File: src/rtl/bpa_pkg.sv
// Shared types and constants for the bump page allocator region pick unit.
package bpa_pkg;

    // Address arithmetic width; all sums wrap at this width
    localparam int AddrBits = 64;
    localparam int PgShift  = 12;
    // Width of the pages_used result field
    localparam int PagesW   = 53;
    // Pages counter width: AddrBits - 12 bits, capped at PagesW
    localparam int PageCntW = ((AddrBits - PgShift) < PagesW) ? (AddrBits - PgShift) : PagesW;

    // Port field widths
    localparam int TypeW    = 8;
    localparam int FieldW   = 64;
    localparam int SDataW   = 136;  // type + base + length, already whole bytes
    localparam int MFieldW  = 183;  // page_addr + pages_used + region_base + status
    localparam int MDataW   = 184;

    typedef logic [AddrBits-1:0] addr_t;
    typedef logic [PageCntW-1:0] page_cnt_t;

    localparam addr_t PgSize = addr_t'(4096);
    localparam addr_t PgMask = addr_t'(4095);
    // 4 GiB, one bit wider than the widest address so the compare never wraps
    localparam logic [FieldW:0] FourGib = 65'h1_0000_0000;

    typedef enum logic [1:0] {
        FUNC_ENTRY = 2'd0,
        FUNC_INIT  = 2'd1,
        FUNC_ALLOC = 2'd2,
        FUNC_QUERY = 2'd3
    } func_t;

    typedef enum logic [1:0] {
        ST_OK        = 2'd0,
        ST_NO_REGION = 2'd1,
        ST_NO_PAGES  = 2'd2
    } status_t;

    typedef enum logic [1:0] {
        CFG_FORCED_MODE  = 2'd0,
        CFG_FORCED_BASE  = 2'd1,
        CFG_FORCED_PAGES = 2'd2,
        CFG_USABLE_TYPE  = 2'd3
    } cfg_idx_t;

    // Page-trimmed map entry, handed from the trim logic to the input register
    typedef struct packed {
        logic  vld;        // usable type and nonempty after trimming
        logic  low;        // trimmed end at or below 4 GiB
        addr_t start_addr;
        addr_t end_addr;
        addr_t size;
    } entry_trim_t;

endpackage

File: src/rtl/bpa_entry_trim.sv
// Page trimming of one memory map entry: round base up, round end down.
module bpa_entry_trim
(
    input  logic [bpa_pkg::TypeW-1:0]  entry_type,
    input  logic [bpa_pkg::FieldW-1:0] entry_base,
    input  logic [bpa_pkg::FieldW-1:0] entry_length,
    input  logic [bpa_pkg::TypeW-1:0]  usable_type,
    output bpa_pkg::entry_trim_t       trim
);

    bpa_pkg::addr_t base;
    bpa_pkg::addr_t len;
    bpa_pkg::addr_t start_a;
    bpa_pkg::addr_t end_a;

    // Both sums wrap at the address width
    always_comb
    begin
        base    = bpa_pkg::addr_t'(entry_base);
        len     = bpa_pkg::addr_t'(entry_length);
        start_a = (base + bpa_pkg::PgMask) & ~bpa_pkg::PgMask;
        end_a   = (base + len) & ~bpa_pkg::PgMask;
    end

    // Entry counts only when its type is usable and something is left after trimming
    always_comb
    begin
        trim.vld        = (entry_type == usable_type) && (end_a > start_a);
        trim.low        = ((bpa_pkg::FieldW + 1)'(end_a)) <= bpa_pkg::FourGib;
        trim.start_addr = start_a;
        trim.end_addr   = end_a;
        trim.size       = end_a - start_a;
    end

endmodule

File: src/rtl/bump_page_allocator_region_pick_unit.sv
// Top level: memory map region pick and bump page allocator, one request per cycle while m_tready holds.
//
//  channel | handshake           | payload
//  --------+---------------------+------------------------------------------------
//  s_      | s_tvalid / s_tready | s_tuser: func; s_tdata: type, base, length
//  m_      | m_tvalid / m_tready | m_tdata: page_addr, pages_used, region_base,
//          |                     |          status
//  cfg_    | cfg_valid/cfg_ready | cfg_index, cfg_data (always ready)
//
// Each request passes an input register and a result register, one request per
// cycle sustained while m_tready holds. The allocator state updates as a request
// moves into the result register, so the next request sees it at once.
// Reset clears the configuration, the trackers, the region and the cursor.
// A stalled result holds the result register; the input register keeps
// accepting until it also holds a request.
module bump_page_allocator_region_pick_unit
(
    input  logic                        clk,
    input  logic                        rst_n,

    input  logic                        s_tvalid,
    output logic                        s_tready,
    // [7:0] entry_type, [71:8] entry_base, [135:72] entry_length
    input  logic [bpa_pkg::SDataW-1:0]  s_tdata,
    // [1:0] func
    input  logic [1:0]                  s_tuser,

    output logic                        m_tvalid,
    input  logic                        m_tready,
    // [63:0] page_addr, [116:64] pages_used, [180:117] region_base,
    // [182:181] status, [183] zero
    output logic [bpa_pkg::MDataW-1:0]  m_tdata,

    input  logic                        cfg_valid,
    output logic                        cfg_ready,
    input  logic [1:0]                  cfg_index,
    input  logic [bpa_pkg::FieldW-1:0]  cfg_data
);

    // Configuration registers
    logic                          forced_mode_reg;
    logic [bpa_pkg::FieldW-1:0]    forced_base_reg;
    logic [bpa_pkg::PagesW-1:0]    forced_pages_reg;
    logic [bpa_pkg::TypeW-1:0]     usable_type_reg;

    // Input register
    logic                          in_vld_reg;
    bpa_pkg::func_t                in_func_reg;
    bpa_pkg::entry_trim_t          in_trim_reg;
    bpa_pkg::entry_trim_t          trim;

    // Allocator state
    bpa_pkg::addr_t                low_base_reg, low_base_next;
    bpa_pkg::addr_t                low_end_reg, low_end_next;
    bpa_pkg::addr_t                low_size_reg, low_size_next;
    bpa_pkg::addr_t                any_base_reg, any_base_next;
    bpa_pkg::addr_t                any_end_reg, any_end_next;
    bpa_pkg::addr_t                any_size_reg, any_size_next;
    bpa_pkg::addr_t                region_start_reg, region_start_next;
    bpa_pkg::addr_t                region_limit_reg, region_limit_next;
    bpa_pkg::addr_t                cursor_reg, cursor_next;
    bpa_pkg::page_cnt_t            pages_reg, pages_next;

    // Result register
    logic                          out_vld_reg;
    bpa_pkg::addr_t                out_addr_reg, out_addr_next;
    bpa_pkg::status_t              out_status_reg, out_status_next;
    bpa_pkg::page_cnt_t            out_pages_reg;
    bpa_pkg::addr_t                out_base_reg;

    // Handshake
    logic                          out_free;
    logic                          advance;
    logic                          in_take;

    // Working values
    bpa_pkg::addr_t                cand_base;
    bpa_pkg::addr_t                cand_limit;
    logic                          cand_bad;
    bpa_pkg::addr_t                alloc_next;

    assign out_free  = !out_vld_reg || m_tready;
    assign advance   = in_vld_reg && out_free;
    assign s_tready  = !in_vld_reg || out_free;
    assign in_take   = s_tvalid && s_tready;
    assign cfg_ready = 1'b1;

    // Configuration writes
    always_ff @(posedge clk or negedge rst_n)
    begin
        if (!rst_n)
        begin
            forced_mode_reg  <= 1'b0;
            forced_base_reg  <= '0;
            forced_pages_reg <= '0;
            usable_type_reg  <= '0;
        end
        else if (cfg_valid && cfg_ready)
        begin
            case (bpa_pkg::cfg_idx_t'(cfg_index))
                bpa_pkg::CFG_FORCED_MODE:  forced_mode_reg  <= cfg_data[0];
                bpa_pkg::CFG_FORCED_BASE:  forced_base_reg  <= cfg_data;
                bpa_pkg::CFG_FORCED_PAGES: forced_pages_reg <= cfg_data[bpa_pkg::PagesW-1:0];
                bpa_pkg::CFG_USABLE_TYPE:  usable_type_reg  <= cfg_data[bpa_pkg::TypeW-1:0];
                default: ;
            endcase
        end
    end

    // Entry trimming ahead of the input register
    bpa_entry_trim u_trim
    (
        .entry_type   (s_tdata[7:0]),
        .entry_base   (s_tdata[71:8]),
        .entry_length (s_tdata[135:72]),
        .usable_type  (usable_type_reg),
        .trim         (trim)
    );

    // Input register valid
    always_ff @(posedge clk or negedge rst_n)
    begin
        if (!rst_n)
        begin
            in_vld_reg <= 1'b0;
        end
        else if (s_tready)
        begin
            in_vld_reg <= s_tvalid;
        end
    end

    // Input register payload
    always_ff @(posedge clk)
    begin
        if (in_take)
        begin
            in_func_reg <= bpa_pkg::func_t'(s_tuser);
            in_trim_reg <= trim;
        end
    end

    // Init candidate: forced region, else low tracker, else any tracker
    always_comb
    begin
        if (forced_mode_reg)
        begin
            cand_base  = bpa_pkg::addr_t'(forced_base_reg);
            cand_limit = cand_base + bpa_pkg::addr_t'({forced_pages_reg, 12'b0});
        end
        else if (low_size_reg != '0)
        begin
            cand_base  = low_base_reg;
            cand_limit = low_end_reg;
        end
        else
        begin
            cand_base  = any_base_reg;
            cand_limit = any_end_reg;
        end
        cand_bad = (cand_base == '0) || (cand_limit <= cand_base)
                   || ((cand_base & bpa_pkg::PgMask) != '0);
    end

    assign alloc_next = cursor_reg + bpa_pkg::PgSize;

    // Request execution as it moves into the result register
    always_comb
    begin
        low_base_next     = low_base_reg;
        low_end_next      = low_end_reg;
        low_size_next     = low_size_reg;
        any_base_next     = any_base_reg;
        any_end_next      = any_end_reg;
        any_size_next     = any_size_reg;
        region_start_next = region_start_reg;
        region_limit_next = region_limit_reg;
        cursor_next       = cursor_reg;
        pages_next        = pages_reg;
        out_addr_next     = '0;
        out_status_next   = bpa_pkg::ST_OK;
        case (in_func_reg)
            bpa_pkg::FUNC_ENTRY:
            begin
                if (in_trim_reg.vld && in_trim_reg.low && (in_trim_reg.size > low_size_reg))
                begin
                    low_base_next = in_trim_reg.start_addr;
                    low_end_next  = in_trim_reg.end_addr;
                    low_size_next = in_trim_reg.size;
                end
                if (in_trim_reg.vld && (in_trim_reg.size > any_size_reg))
                begin
                    any_base_next = in_trim_reg.start_addr;
                    any_end_next  = in_trim_reg.end_addr;
                    any_size_next = in_trim_reg.size;
                end
            end
            bpa_pkg::FUNC_INIT:
            begin
                low_base_next = '0;
                low_end_next  = '0;
                low_size_next = '0;
                any_base_next = '0;
                any_end_next  = '0;
                any_size_next = '0;
                if (cand_bad)
                begin
                    out_status_next = bpa_pkg::ST_NO_REGION;
                end
                else
                begin
                    region_start_next = cand_base;
                    region_limit_next = cand_limit;
                    cursor_next       = cand_base;
                    pages_next        = '0;
                end
            end
            bpa_pkg::FUNC_ALLOC:
            begin
                if (alloc_next > region_limit_reg)
                begin
                    out_status_next = bpa_pkg::ST_NO_PAGES;
                end
                else
                begin
                    out_addr_next = cursor_reg;
                    cursor_next   = alloc_next;
                    pages_next    = pages_reg + bpa_pkg::page_cnt_t'(1);
                end
            end
            default: ;
        endcase
    end

    // Allocator state registers
    always_ff @(posedge clk or negedge rst_n)
    begin
        if (!rst_n)
        begin
            low_base_reg     <= '0;
            low_end_reg      <= '0;
            low_size_reg     <= '0;
            any_base_reg     <= '0;
            any_end_reg      <= '0;
            any_size_reg     <= '0;
            region_start_reg <= '0;
            region_limit_reg <= '0;
            cursor_reg       <= '0;
            pages_reg        <= '0;
        end
        else if (advance)
        begin
            low_base_reg     <= low_base_next;
            low_end_reg      <= low_end_next;
            low_size_reg     <= low_size_next;
            any_base_reg     <= any_base_next;
            any_end_reg      <= any_end_next;
            any_size_reg     <= any_size_next;
            region_start_reg <= region_start_next;
            region_limit_reg <= region_limit_next;
            cursor_reg       <= cursor_next;
            pages_reg        <= pages_next;
        end
    end

    // Result register valid
    always_ff @(posedge clk or negedge rst_n)
    begin
        if (!rst_n)
        begin
            out_vld_reg <= 1'b0;
        end
        else if (out_free)
        begin
            out_vld_reg <= in_vld_reg;
        end
    end

    // Result register payload, taken after this request's update
    always_ff @(posedge clk)
    begin
        if (advance)
        begin
            out_addr_reg   <= out_addr_next;
            out_status_reg <= out_status_next;
            out_pages_reg  <= pages_next;
            out_base_reg   <= region_start_next;
        end
    end

    assign m_tvalid = out_vld_reg;
    assign m_tdata  = {1'b0,
                       out_status_reg,
                       bpa_pkg::FieldW'(out_base_reg),
                       bpa_pkg::PagesW'(out_pages_reg),
                       bpa_pkg::FieldW'(out_addr_reg)};

    // The low tracker is a subset of the any tracker, so it is never larger
    a_low_not_above_any: assert property (@(posedge clk) disable iff (!rst_n)
        low_size_reg <= any_size_reg)
        else $error("low tracker size exceeds overall tracker size");

    // Region base and cursor stay page aligned
    a_aligned: assert property (@(posedge clk) disable iff (!rst_n)
        ((region_start_reg & bpa_pkg::PgMask) == '0) && ((cursor_reg & bpa_pkg::PgMask) == '0))
        else $error("region base or cursor not page aligned");

    // Every init clears both trackers
    a_init_clears: assert property (@(posedge clk) disable iff (!rst_n)
        advance && (in_func_reg == bpa_pkg::FUNC_INIT)
        |=> (low_size_reg == '0) && (any_size_reg == '0))
        else $error("trackers not cleared by init");

    // A successful allocate moves cursor and page count by exactly one page
    a_alloc_step: assert property (@(posedge clk) disable iff (!rst_n)
        advance && (in_func_reg == bpa_pkg::FUNC_ALLOC) && (alloc_next <= region_limit_reg)
        |=> (cursor_reg == $past(cursor_reg) + bpa_pkg::PgSize)
            && (pages_reg == $past(pages_reg) + bpa_pkg::page_cnt_t'(1)))
        else $error("allocate did not advance cursor by one page");

    // A failed allocate leaves the cursor alone
    a_alloc_fail_hold: assert property (@(posedge clk) disable iff (!rst_n)
        advance && (in_func_reg == bpa_pkg::FUNC_ALLOC) && (alloc_next > region_limit_reg)
        |=> $stable(cursor_reg) && $stable(pages_reg))
        else $error("failed allocate changed the cursor");

endmodule
File: config.mk
export PLATFORM = sky130hd
export DESIGN_NAME = bump_page_allocator_region_pick_unit
export DESIGN_NICKNAME = d
export VERILOG_FILES = /design/src/rtl/bpa_pkg.sv /design/src/rtl/bpa_entry_trim.sv /design/src/rtl/bump_page_allocator_region_pick_unit.sv
export SDC_FILE = /design/constraint.sdc
export NUM_CORES = 2
export LEC_CHECK = 0
export ABC_AREA = 1
export BUFFER_PORTS_ARGS = -buffer_cell sky130_fd_sc_hd__buf_2
export CELL_PAD_IN_SITES_DETAIL_PLACEMENT = 0
export CELL_PAD_IN_SITES_GLOBAL_PLACEMENT = 1
export CORE_MARGIN = 1
export CORE_UTILIZATION = 25
export CTS_CLUSTER_DIAMETER = 60
export DETAILED_ROUTE_END_ITERATION = 10
export PLACE_DENSITY = 0.6
export SKIP_LAST_GASP = 1
export SLEW_MARGIN = 40
export SYNTH_ARGS = -nofsm -noshare
export SYNTH_HDL_FRONTEND = slang
export SYNTH_SLANG_ARGS = --single-unit
File: constraint.sdc
create_clock -name clk -period 19 [get_ports clk]
set_input_delay 1.9 -clock clk [delete_from_list [all_inputs] [get_ports clk]]
set_output_delay 1.9 -clock clk [all_outputs]
set_load 0.05 [all_outputs]
==> impl_metrics.ini <==
[synth]
synthCells = 8281
synth_xor_area_frac = 0.0296
synth.avg_cell_area_um2 = 7.60
synth_simple_gate_area_frac = 0.248
synth_ff_type = dfrtp_1
synth_top_family_by_area = simple AND/OR/NAND/NOR gates
ys_types = 62
yosys_warnings = 0
synthTopCellsByArea = dfrtp_1, edfxtp_1, nand2_1
ys_seq_area_frac = 0.435
synthArstFlopShare = 0.666
syn-cell-area_um2 = 62900
synth_adder_area_share = 0.0782
synth_top_area_cell = dfrtp_1
yosysTopAreaCellShare = 0.272
synth_compound_area_frac = 0.114
ys_seq_elements = 1025
synth_edf_count = 342
synth.area.mux_share = 0.00215

[sta]
setup_viol = 0
tightest_slew_ns = 0.902
fin_skew_ns = 0.0422
setup-tns-final_ns = 0
fmaxAchievable_ghz = 0.127
relSlewSlack = 0.397
min_period_ns = 7.86
report.final.hold_viol_count = 0
drv_slew = 0
timing.final.crit_share = 0.414
rsz0062_at_grt = no

[floorplanning]
rows = 183
die-area_um2 = 254000
die_x_um = 504
initial_core_util = 0.252
pin_count = 396
die_h_um = 504
coreArea_um2 = 249000

[clock_network]
h-tree-depth = 4
cts_buffer_depth = 3
clkSlewWorstSetupHoldPaths_ns = 0.06
postCtsSetupBuffers = 0
cts_buffers = 130
clock_sinks = 1025
ctsResizeCount = 0
clock_latency_ns = 0.81
root_buffer = clkbuf_16
cts_tree = done
hold_buffers = 0

[global_route]
grt.total_usage = 0.193
grt_max_degree = 157
grt_pass1_wl_mm = 368
grt_pass1_vias = 55337
overflow = 0
antenna_found_initial = 4

[drt]
totalWireLength_mm = 251
drtIter0Drc = 4723
drc = 0
vias = 56696
vias_per_cell = 4.71
dr.pass1.iters = 6
wl_per_cell_um = 20.9
ant_nets = 0

[worst_setup_path]
cp_slowest_stage_delay_ns = 0.55
ff2ff_setup_slack_ns = 11.14
cp-end-kind = flip-flop
arrival_ns = 8.52
cpMostUsedCell = inv_1
critPathLaunchType = flip-flop
path_class = reg2reg
cp.required_ns = 19.66
critPathMaxFanout = 92
worstReg2RegEnd = cursor_reg[8]$_DFFE_PN0P_
worst_r2r_path_depth = 28
regToRegStartpoint = forced_base_reg[46]$_DFFE_PN0P_
critPathSlowestCell = nor4b_2

[finish]
drive_above_1_share = 0.0856
stdcell_count = 12036
nets = 9195
largest_reg_flops = 158
final_core_utilization = 0.294
area_growth_pct = 16.4

[placed_design]
hpwlAfterDp_mm = 197
place.gp.congestion = 0.964
portBuffers = 392
post-place-cells = 11788

[power_and_ir_drop]
max-vdd-ir-drop_v = 0.0000960
p_leak_nw = 35.3
power_density_nw_per_um2 = 134

[worst_hold_path]
worstHoldStart = any_base_reg[26]$_DFFE_PN0P_
min_to = any_base_reg[26]$_DFFE_PN0P_
hold_class = reg2reg
hold_depth = 2

[job]
maxCapViolCount = 0

[status]
status = complete, no violations
-- through the flow --
step | cell area, µm² | power [W] | hold WS, ns | worst slack, ns
6_report | 73300 | 0.00980 | 0.464 | 11.14
5_1_grt | 73300 | 0.0105 | 0.484 | 10.79
4_1_cts | 73200 | 0.00986 | 0.464 | 10.99
3_5_place_dp | 68700 | 0.00722 | 0.449 | 11.02
3_3_place_gp | 68500 | 0.00716 | 0.450 | 10.32
2_1_floorplan | 62900 | 0.00582 | 0.433 | 11.01
-- report_power, final --
group	switching, W	internal (W)
registers	0.000404	0.00300
clock network	0.00106	0.00153
logic	0.00268	0.00113
total	0.00414	0.00565
-- cells by family after synthesis --
kind of cell             after synthesis
AND/OR/NAND/NOR                     3774
buffers and inverters               1522
AO/OA/AOI/OAI                       1341
flip-flops                          1025
adder cells (fa/ha/maj)              392
XOR/XNOR                             213
multiplexers                          12
other                                  2
-- worst max path at each step --
stage / start / to / slack (ns) / cells past startpoint
finish: forced_base_reg[46]$_DFFE_PN0P_ / cursor_reg[8]$_DFFE_PN0P_ / 11.14 / 28
global route: forced_base_reg[46]$_DFFE_PN0P_ / cursor_reg[10]$_DFFE_PN0P_ / 10.79 / 28
CTS: forced_base_reg[46]$_DFFE_PN0P_ / cursor_reg[8]$_DFFE_PN0P_ / 10.99 / 28
detailed placement: forced_base_reg[46]$_DFFE_PN0P_ / cursor_reg[8]$_DFFE_PN0P_ / 11.02 / 28
global placement: forced_base_reg[46]$_DFFE_PN0P_ / cursor_reg[9]$_DFFE_PN0P_ / 10.32 / 28
floorplan: m_tready / out_addr_reg[0]$_SDFFCE_PP0P_ / 11.01 / 5
-- cell type report --
class	count	area, µm²
antenna	4	10.0
clock buffer	169	3540
clock inverter	71	928
fill	27139	176000
inverter	1243	4690
multi-input combinational	5735	29900
sequential	1025	27400
tap	3330	4170
timing repair buffer	459	2650
-- cell usage after synthesis, drive strengths merged, types with 2 or more instances --
| cell type | instances |
|---|---|
| edfxtp | 342 |
| conb | 2 |
| a211oi | 11 |
| a21boi | 13 |
| o41ai | 3 |
| mux2 | 12 |
| and3 | 6 |
| o221ai | 9 |
| o2111ai | 3 |
| clkbuf | 186 |
| nor4 | 50 |
| a21o | 13 |
| xor2 | 172 |
| xnor2 | 41 |
| o21a | 29 |
| a311oi | 2 |
| and2 | 9 |
| nand4 | 93 |
| o211ai | 13 |
| o32ai | 2 |
| nand2 | 2066 |
| fa | 2 |
| o31ai | 18 |
| o21bai | 22 |
| o21ai | 656 |
| nand3b | 27 |
| dfrtp | 683 |
| a21oi | 481 |
| a2111oi | 2 |
| buf | 93 |
| o22ai | 7 |
| nor4b | 4 |
| or4 | 2 |
| or2 | 12 |
| clkinv | 2 |
| a31o | 6 |
| ha | 390 |
| nor3 | 115 |
| a31oi | 46 |
| inv | 1241 |
| nor2 | 846 |
| nand3 | 540 |
| nor3b | 4 |
-- layer usage --
layer / GRT usage / vias to the layer above / wire length, µm
met1: 0.274 / 27175 / 120000
met3: 0.0242 / 282 / 11900
met2: 0.303 / 1682 / 111000
met5: 0 / - / 0
met4: 0.0602 / 0 / 7680
li1: - / 27557 / -
-- cell usage in the layout, fill, tap and decap left out, types with 14 or more instances in the layout --
cell       netlist  final
clkbuf_1       183     26
o21ai_0        587    580
clkinv_2         0     18
xnor2_1         41     40
inv_1         1234   1231
nand3b_1        27     27
a21oi_1        480    480
nor2_1         841    840
nor4_1          50     47
a31oi_1         46     46
buf_6            2     15
bufinv_16        0     14
o21ai_1         69     74
nor3_1         115    115
o31ai_1         18     18
buf_2           43    391
xor2_1         172    166
dfrtp_1        683    682
nand3_1        539    537
edfxtp_1       342    342
nand2_1       2060   2055
clkbuf_16        0    131
o21bai_1        22     22
o21a_1          29     29
ha_1           390    388
nand4_1         92     92
buf_4           13     43
-- worst max-delay path: cells and delay by family, from the launching register on --
kind | cells | cell delay [ns]
AND/OR/NAND/NOR | 15 | 3.82
buffers and inverters | 7 | 1.96
adder cells (fa/ha/maj) | 2 | 0.84
flip-flops | 1 | 0.41
AO/OA/AOI/OAI | 3 | 0.36
XOR/XNOR | 1 | 0.27
No activity file was read; power rests on OpenSTA's default activity.
